`src/sv/s2c_pkg.sv`:
```
// shared types, constants and month table for the seconds to calendar converter
`default_nettype none

package s2c_pkg;

    localparam int unsigned DAYS_W   = 16;
    localparam int unsigned YEAR_W   = 12;
    localparam int unsigned DOY_W    = 9;

    typedef struct packed {
        logic [DAYS_W-1:0] days;
        logic [4:0]        hour;
        logic [5:0]        minute;
        logic [5:0]        second;
    } t_tod;

    typedef struct packed {
        logic [YEAR_W-1:0] year;
        logic [3:0]        month;
        logic [4:0]        day;
    } t_date;

    // first day of year of each month, zero based, one day later from March on in a leap year
    function automatic logic [DOY_W-1:0] month_start(input logic [3:0] idx, input logic leap);
        logic [DOY_W-1:0] base;
        begin
            case (idx)
                4'd0:    base = 9'd0;
                4'd1:    base = 9'd31;
                4'd2:    base = 9'd59;
                4'd3:    base = 9'd90;
                4'd4:    base = 9'd120;
                4'd5:    base = 9'd151;
                4'd6:    base = 9'd181;
                4'd7:    base = 9'd212;
                4'd8:    base = 9'd243;
                4'd9:    base = 9'd273;
                4'd10:   base = 9'd304;
                4'd11:   base = 9'd334;
                default: base = 9'd0;
            endcase
            if (leap && idx >= 4'd2) begin
                base = base + 9'd1;
            end
            return base;
        end
    endfunction

endpackage

`default_nettype wire

```
`src/sv/seconds_to_calendar_top.sv`:
```
// top level of the seconds to calendar converter with its register port
//
//  channel   | handshake             | payload
//  ----------+-----------------------+-----------------------------------------
//  request   | start, busy           | i_count_seconds
//  result    | o_valid (strobe)      | o_year_number .. o_second_of_minute
//  config    | psel, penable, pready | paddr, pwdata, prdata (epoch offset)
//
// one request per cycle, every cycle; busy stays low
// result strobe rises as the request's valid bit leaves the last register stage
// divider chain by constants over nine register stages, no state between requests
// reset clears the stage valid bits and the epoch offset
// the receiver cannot stall, so the pipeline never holds
`default_nettype none

module seconds_to_calendar_top #(
    parameter int unsigned START_YEAR = 1980
) (
    input  wire logic        i_clk,
    input  wire logic        i_rst_n,
    input  wire logic        start,
    output logic             busy,
    input  wire logic [31:0] i_count_seconds,
    output logic             o_valid,
    output logic [11:0]      o_year_number,
    output logic [3:0]       o_month_number,
    output logic [4:0]       o_day_of_month,
    output logic [4:0]       o_hour_of_day,
    output logic [5:0]       o_minute_of_hour,
    output logic [5:0]       o_second_of_minute,
    input  wire logic        psel,
    input  wire logic        penable,
    input  wire logic        pwrite,
    input  wire logic [1:0]  paddr,
    input  wire logic [31:0] pwdata,
    output logic [31:0]      prdata,
    output logic             pready
);

    localparam logic [1:0]  REG_EPOCH_OFFSET = 2'd0;
    localparam int unsigned PIPE_DEPTH       = 9;

    logic [31:0]    r_epoch_offset;
    logic           w_accept;
    logic           w_tod_valid;
    s2c_pkg::t_tod  w_tod;
    s2c_pkg::t_tod  w_out_tod;
    s2c_pkg::t_date w_out_date;

    assign busy     = 1'b0;
    assign pready   = 1'b1;
    assign w_accept = start && !busy;

    always_ff @(posedge i_clk) begin
        if (!i_rst_n) begin
            r_epoch_offset <= '0;
        end else if (psel && penable && pwrite && pready && paddr == REG_EPOCH_OFFSET) begin
            r_epoch_offset <= pwdata;
        end
    end

    assign prdata = (paddr == REG_EPOCH_OFFSET) ? r_epoch_offset : '0;

    s2c_time_split u_time_split (
        .i_clk    (i_clk),
        .i_rst_n  (i_rst_n),
        .i_valid  (w_accept),
        .i_count  (i_count_seconds),
        .i_offset (r_epoch_offset),
        .o_valid  (w_tod_valid),
        .o_tod    (w_tod)
    );

    s2c_date_split #(
        .START_YEAR (START_YEAR)
    ) u_date_split (
        .i_clk   (i_clk),
        .i_rst_n (i_rst_n),
        .i_valid (w_tod_valid),
        .i_tod   (w_tod),
        .o_valid (o_valid),
        .o_tod   (w_out_tod),
        .o_date  (w_out_date)
    );

    assign o_year_number      = w_out_date.year;
    assign o_month_number     = w_out_date.month;
    assign o_day_of_month     = w_out_date.day;
    assign o_hour_of_day      = w_out_tod.hour;
    assign o_minute_of_hour   = w_out_tod.minute;
    assign o_second_of_minute = w_out_tod.second;

    // every request gives its result after the pipeline depth
    a_req_to_result: assert property (@(posedge i_clk) disable iff (!i_rst_n)
        w_accept |-> ##PIPE_DEPTH o_valid)
        else $error("request without result");

    // no result without a request
    a_result_from_req: assert property (@(posedge i_clk) disable iff (!i_rst_n)
        o_valid |-> $past(w_accept, PIPE_DEPTH))
        else $error("result without request");

    // time of day stays in range
    a_time_range: assert property (@(posedge i_clk) disable iff (!i_rst_n)
        o_valid |-> (o_hour_of_day < 5'd24) && (o_minute_of_hour < 6'd60)
                    && (o_second_of_minute < 6'd60))
        else $error("time field out of range");

    // month stays in range
    a_month_range: assert property (@(posedge i_clk) disable iff (!i_rst_n)
        o_valid |-> (o_month_number >= 4'd1) && (o_month_number <= 4'd12))
        else $error("month out of range");

endmodule

`default_nettype wire

```
`src/sv/s2c_time_split.sv`:
```
// offset add and split of the second count into days, hour, minute and second
`default_nettype none

module s2c_time_split (
    input  wire logic              i_clk,
    input  wire logic              i_rst_n,
    input  wire logic              i_valid,
    input  wire logic [31:0]       i_count,
    input  wire logic [31:0]       i_offset,
    output logic                   o_valid,
    output s2c_pkg::t_tod          o_tod
);

    localparam logic [31:0] DIV60_MUL   = 32'h8888_8889;
    localparam int unsigned DIV60_SHIFT = 37;
    localparam logic [31:0] DIV3_MUL    = 32'hAAAA_AAAB;
    localparam int unsigned DIV3_SHIFT  = 33;

    logic [4:0]  r_valid;

    logic [31:0] r_s1_sum;
    logic [31:0] r_s2_sum;
    logic [26:0] r_s2_q60;
    logic [5:0]  r_s3_sec;
    logic [26:0] r_s3_q60;
    logic [20:0] r_s3_q3600;
    logic [5:0]  r_s4_sec;
    logic [5:0]  r_s4_min;
    logic [20:0] r_s4_q3600;
    logic [s2c_pkg::DAYS_W-1:0] r_s4_days;
    s2c_pkg::t_tod r_s5_tod;

    logic [63:0] n_prod2;
    logic [63:0] n_prod3;
    logic [49:0] n_prod4;
    logic [31:0] n_sec_full;
    logic [26:0] n_min_full;
    logic [20:0] n_hour_full;

    always_comb begin
        n_prod2     = 64'(r_s1_sum) * 64'(DIV60_MUL);
        n_prod3     = 64'(r_s2_q60) * 64'(DIV60_MUL);
        n_sec_full  = r_s2_sum - (32'(r_s2_q60) * 32'd60);
        n_prod4     = 50'(r_s3_q3600[20:3]) * 50'(DIV3_MUL);
        n_min_full  = r_s3_q60 - (27'(r_s3_q3600) * 27'd60);
        n_hour_full = r_s4_q3600 - (21'(r_s4_days) * 21'd24);
    end

    always_ff @(posedge i_clk) begin
        if (!i_rst_n) begin
            r_valid <= '0;
        end else begin
            r_valid <= {r_valid[3:0], i_valid};
        end
    end

    always_ff @(posedge i_clk) begin
        r_s1_sum   <= i_count + i_offset;

        r_s2_sum   <= r_s1_sum;
        r_s2_q60   <= 27'(n_prod2 >> DIV60_SHIFT);

        r_s3_sec   <= n_sec_full[5:0];
        r_s3_q60   <= r_s2_q60;
        r_s3_q3600 <= 21'(n_prod3 >> DIV60_SHIFT);

        r_s4_sec   <= r_s3_sec;
        r_s4_min   <= n_min_full[5:0];
        r_s4_q3600 <= r_s3_q3600;
        r_s4_days  <= s2c_pkg::DAYS_W'(n_prod4 >> DIV3_SHIFT);

        r_s5_tod.days   <= r_s4_days;
        r_s5_tod.hour   <= n_hour_full[4:0];
        r_s5_tod.minute <= r_s4_min;
        r_s5_tod.second <= r_s4_sec;
    end

    assign o_valid = r_valid[4];
    assign o_tod   = r_s5_tod;

endmodule

`default_nettype wire

```
`src/sv/s2c_date_split.sv`:
```
// split of the day count into year, month and day of month
`default_nettype none

module s2c_date_split #(
    parameter int unsigned START_YEAR = 1980
) (
    input  wire logic              i_clk,
    input  wire logic              i_rst_n,
    input  wire logic              i_valid,
    input  wire s2c_pkg::t_tod     i_tod,
    output logic                   o_valid,
    output s2c_pkg::t_tod          o_tod,
    output s2c_pkg::t_date         o_date
);

    localparam logic [16:0] CYCLE_MUL   = 17'd91868;
    localparam int unsigned CYCLE_SHIFT = 27;
    localparam logic [10:0] CYCLE_DAYS  = 11'd1461;
    localparam logic [10:0] YEAR1_START = 11'd366;
    localparam logic [10:0] YEAR2_START = 11'd731;
    localparam logic [10:0] YEAR3_START = 11'd1096;

    logic [3:0] r_valid;

    s2c_pkg::t_tod r_s6_tod;
    logic [15:0]   r_s6_days;
    logic [5:0]    r_s6_cycles;
    s2c_pkg::t_tod r_s7_tod;
    logic [10:0]   r_s7_rem;
    logic [5:0]    r_s7_cycles;
    s2c_pkg::t_tod r_s8_tod;
    logic [s2c_pkg::YEAR_W-1:0] r_s8_year;
    logic [s2c_pkg::DOY_W-1:0]  r_s8_doy;
    s2c_pkg::t_tod r_s9_tod;
    s2c_pkg::t_date r_s9_date;

    logic [32:0] n_prod6;
    logic [15:0] n_rem_full;
    logic [1:0]  n_year_in_cycle;
    logic [10:0] n_doy_full;
    logic [s2c_pkg::YEAR_W-1:0] n_year;
    logic        n_leap;
    logic [3:0]  n_month;
    logic [s2c_pkg::DOY_W-1:0] n_start;
    logic [s2c_pkg::DOY_W-1:0] n_day_full;

    always_comb begin
        n_prod6    = 33'(i_tod.days) * 33'(CYCLE_MUL);
        n_rem_full = r_s6_days - (16'(r_s6_cycles) * 16'(CYCLE_DAYS));
    end

    // year within the four year cycle
    always_comb begin
        if (r_s7_rem >= YEAR3_START) begin
            n_year_in_cycle = 2'd3;
            n_doy_full      = r_s7_rem - YEAR3_START;
        end else if (r_s7_rem >= YEAR2_START) begin
            n_year_in_cycle = 2'd2;
            n_doy_full      = r_s7_rem - YEAR2_START;
        end else if (r_s7_rem >= YEAR1_START) begin
            n_year_in_cycle = 2'd1;
            n_doy_full      = r_s7_rem - YEAR1_START;
        end else begin
            n_year_in_cycle = 2'd0;
            n_doy_full      = r_s7_rem;
        end
        n_year = s2c_pkg::YEAR_W'(START_YEAR) + s2c_pkg::YEAR_W'({r_s7_cycles, 2'b00})
               + s2c_pkg::YEAR_W'(n_year_in_cycle);
    end

    // month search over the month start table
    always_comb begin
        n_leap  = (r_s8_year[1:0] == 2'b00);
        n_month = 4'd1;
        n_start = '0;
        for (int i = 0; i < 12; i++) begin
            if (r_s8_doy >= s2c_pkg::month_start(4'(i), n_leap)) begin
                n_month = 4'(i + 1);
                n_start = s2c_pkg::month_start(4'(i), n_leap);
            end
        end
        n_day_full = r_s8_doy - n_start + 9'd1;
    end

    always_ff @(posedge i_clk) begin
        if (!i_rst_n) begin
            r_valid <= '0;
        end else begin
            r_valid <= {r_valid[2:0], i_valid};
        end
    end

    always_ff @(posedge i_clk) begin
        r_s6_tod    <= i_tod;
        r_s6_days   <= i_tod.days;
        r_s6_cycles <= 6'(n_prod6 >> CYCLE_SHIFT);

        r_s7_tod    <= r_s6_tod;
        r_s7_rem    <= n_rem_full[10:0];
        r_s7_cycles <= r_s6_cycles;

        r_s8_tod    <= r_s7_tod;
        r_s8_year   <= n_year;
        r_s8_doy    <= n_doy_full[s2c_pkg::DOY_W-1:0];

        r_s9_tod        <= r_s8_tod;
        r_s9_date.year  <= r_s8_year;
        r_s9_date.month <= n_month;
        r_s9_date.day   <= n_day_full[4:0];
    end

    assign o_valid = r_valid[3];
    assign o_tod   = r_s9_tod;
    assign o_date  = r_s9_date;

endmodule

`default_nettype wire
```
`config.mk`:
```
export PLATFORM = sky130hd
export DESIGN_NAME = seconds_to_calendar_top
export DESIGN_NICKNAME = d
export VERILOG_FILES = /design/src/sv/s2c_pkg.sv /design/src/sv/seconds_to_calendar_top.sv /design/src/sv/s2c_time_split.sv /design/src/sv/s2c_date_split.sv
export SDC_FILE = /design/constraint.sdc
export NUM_CORES = 2
export LEC_CHECK = 0
export BUFFER_PORTS_ARGS = -buffer_cell sky130_fd_sc_hd__buf_2
export CELL_PAD_IN_SITES_DETAIL_PLACEMENT = 1
export CELL_PAD_IN_SITES_GLOBAL_PLACEMENT = 2
export CORE_ASPECT_RATIO = 0.8
export CORE_MARGIN = 2
export CORE_UTILIZATION = 40
export CTS_BUF_LIST = sky130_fd_sc_hd__clkbuf_8
export DETAILED_ROUTE_END_ITERATION = 10
export GPL_ROUTABILITY_DRIVEN = 0
export PLACE_DENSITY = 0.78
export SLEW_MARGIN = 20
export SYNTH_ARGS = -nofsm -noshare
export SYNTH_HDL_FRONTEND = slang
export SYNTH_HIERARCHICAL = 1
export SYNTH_SLANG_ARGS = --single-unit
```
`constraint.sdc`:
```
create_clock -name i_clk -period 10.9 [get_ports i_clk]
set_input_delay 1.635 -clock i_clk [delete_from_list [all_inputs] [get_ports i_clk]]
set_output_delay 1.635 -clock i_clk [all_outputs]
set_load 0.02 [all_outputs]
```
==> impl_metrics.py <==
metrics = {
    "run_status": {
        "status": "finished, final reports clean",
    },
    "sta": {
        "final_period_minus_worst_setup_slack_ns": 6.87,
        "fmax_mhz": 146,
        "worst_slew_margin_rel_pct": 33.5,
        "setup_viol_count_final": 0,
        "hold-worst-slack_ns": 0.314,
        "skew_ns": 0.0483,
        "worst_margin_slew_ns": 0.989,
        "finalSetupTns_ns": 0,
        "finalCritPeriodShare_pct": 63.0,
        "final_hold_viol_count": 0,
        "maxSlewViolCount": 0,
        "grt_setup_unrepaired": "false",
    },
    "worst_setup_path": {
        "peak_per_stage_delay_on_the_critical_path_ns": 0.61,
        "path_buf_inv": 6,
        "cp-startpoint": "u_time_split/r_s1_sum[1]",
        "rr_endpoint": "u_time_split/r_s2_q60[26]",
        "timing_worst_setup_path_type": "register to register",
        "rrSetupSlack_ns": 4.03,
        "worstSetupStartpointType": "register",
        "r2r_start": "u_time_split/r_s1_sum[1]",
        "cp-endpoint": "u_time_split/r_s2_q60[26]",
        "worst-endpoint-arrival_ns": 7.41,
        "worstPathCellList": "ha_1 -> inv_1 -> fa_1 -> inv_1 -> fa_1 -> inv_1 -> fa_1 -> fa_1 -> inv_1 -> fa_1 -> inv_1 -> fa_1 -> inv_1 -> ha_1 -> nand4_1 -> nor3_1 -> a221oi_1 -> o221ai_1 -> a31oi_2 -> o21ai_2 -> a21oi_2 -> o31ai_1 -> xnor2_1",
        "critical_path_peak_fanout": 6,
        "worst_path_dominant_cell_family": "adder cells",
        "crit_required_ns": 11.44,
        "end_kind": "register",
        "critical_path_stages": 23,
        "crit_path_top_delay_cell": "sky130_fd_sc_hd__fa_1",
        "worst_r2r_path_depth": 23,
    },
    "drt": {
        "routed_vias": 26229,
        "initialDrtViolationCount": 998,
        "routed_via_density": 4.88,
        "drt-wirelength-per-cell_um": 17.4,
        "first_pass_iters": 5,
        "detailed_route_drc_error_count": 0,
        "routed_wirelength_mm": 93.4,
        "postRouteAntennaNets": 0,
    },
    "floorplanning": {
        "coreArea_mm2": 0.0949,
        "floorplan.die_area_mm2": 0.0983,
        "height_of_the_die_um": 281,
        "effective_utilization_at_floorplan_pct": 40.4,
        "floorplan.io_pins": 145,
        "std_cell_rows": 101,
        "dieWidth_um": 350,
    },
    "flow_run": {
        "drv.max_cap_violation_count": 0,
    },
    "clock_tree": {
        "cts_inserted_buffers": 66,
        "hold_fix_buffer_count_after_cts": 0,
        "cts_tree": "yes",
        "clock_tree.buffer_depth": 3,
        "postCtsSetupRepairBufs": 0,
        "ctsResizeCount": 0,
        "clk_pin_slew_ns": 0.06,
        "cts_root_buf": "sky130_fd_sc_hd__clkbuf_8",
        "cts.htree.levels": 3,
        "cts.sinks": 349,
        "worst_skew_pair.late_latency_ns": 0.68,
    },
    "global_route": {
        "grt_antenna_before_repair": 4,
        "grt-ovfl-total": 0,
        "global_route_wire_length_before_repair_mm": 152,
        "grt_pass1_vias": 28266,
        "grt_max_degree": 74,
        "grt_usage_pct": 19.6,
    },
    "logic_synthesis": {
        "postSynthNetCount": 5230,
        "netlist_instances": 3860,
        "yosysWarnings": 6,
        "synthesis.area_per_instance_um2": 9.93,
        "post_synth_instance_area_mm2": 0.0383,
    },
    "layout": {
        "instances_no_fill": 5376,
        "final_layout_size_suffix_gt1_share_pct": 7.05,
        "fillerInstances": 10782,
        "layout.nets": 5412,
        "most_frequent_standard_cell_in_the_layout_excluding_fill_and_tap_cells": "sky130_fd_sc_hd__inv_1",
        "final_cell_mix": "sky130_fd_sc_hd__inv_1, sky130_fd_sc_hd__ha_1, sky130_fd_sc_hd__fa_1",
        "layout_overhead_on_the_synthesized_area_pct": 9.37,
    },
    "placed_design": {
        "dp.cells": 5261,
        "detailedPlacementHpwl_mm": 81.7,
        "portBuffers": 142,
    },
    "hold_path": {
        "min_path_type": "register to register",
    },
}
[through the flow]
step | cell area (µm²) | util (%) | setup slack (ns)
finish | 41900 | 44.2 | 4.03
CTS | 41900 | 44.2 | 4.04
global route | 41900 | 44.2 | 3.60
detailed placement | 40500 | 42.7 | 4.08
global placement | 40500 | 42.7 | 4.28
floorplan | 38300 | - | 4.88
[worst min-delay path by stage]
stage                                     endpoint  cells after the start                       start  slack, ns
final                       u_time_split/o_tod[10]                      0    u_time_split/r_s4_min[4]       0.31
after global routing        u_time_split/o_tod[28]                      0  u_time_split/r_s4_days[11]       0.33
after CTS                   u_time_split/o_tod[10]                      0    u_time_split/r_s4_min[4]       0.31
after detailed placement     u_time_split/o_tod[0]                      0    u_time_split/r_s4_sec[0]       0.31
after global placement    u_time_split/r_s4_min[1]                      0    u_time_split/r_s3_q60[1]       0.31
after floorplan            u_date_split/o_date[11]                      0   u_date_split/r_s8_year[2]       0.31
[final cells by class]
type                       instances  area (µm²)  share of cell area (%)
sequential                       349        6990                    16.7
clock inverter                    32         309                   0.737
clock buffer                      82        1130                    2.69
inverter                         959        3600                    8.59
timing repair buffer             146         741                    1.77
tap                             1287        1610                    3.84
multi-input combinational       2520       27500                    65.7
antenna                            1        2.50                 0.00597
[flip-flops by register name (all words and copies together), names as in the netlist, 21 cells and up]
register and flops:
r_epoch_offset 32, u_date_split/o_date 21, u_time_split/o_tod 33, u_time_split/r_s1_sum 32
u_time_split/r_s2_q60 27, u_time_split/r_s3_q3600 21
[metal layers]
layer	share of wire [%]	up-vias	track usage, %
met5	0	-	0
met4	1.6	0	3.91
met3	4.3	92	3.49
met2	43	297	30.0
met1	51	12963	29.0
li1	-	12877	-
Power is not shown: default switching activity piles up to over one toggle a cycle in this logic, so the estimate is an artifact.
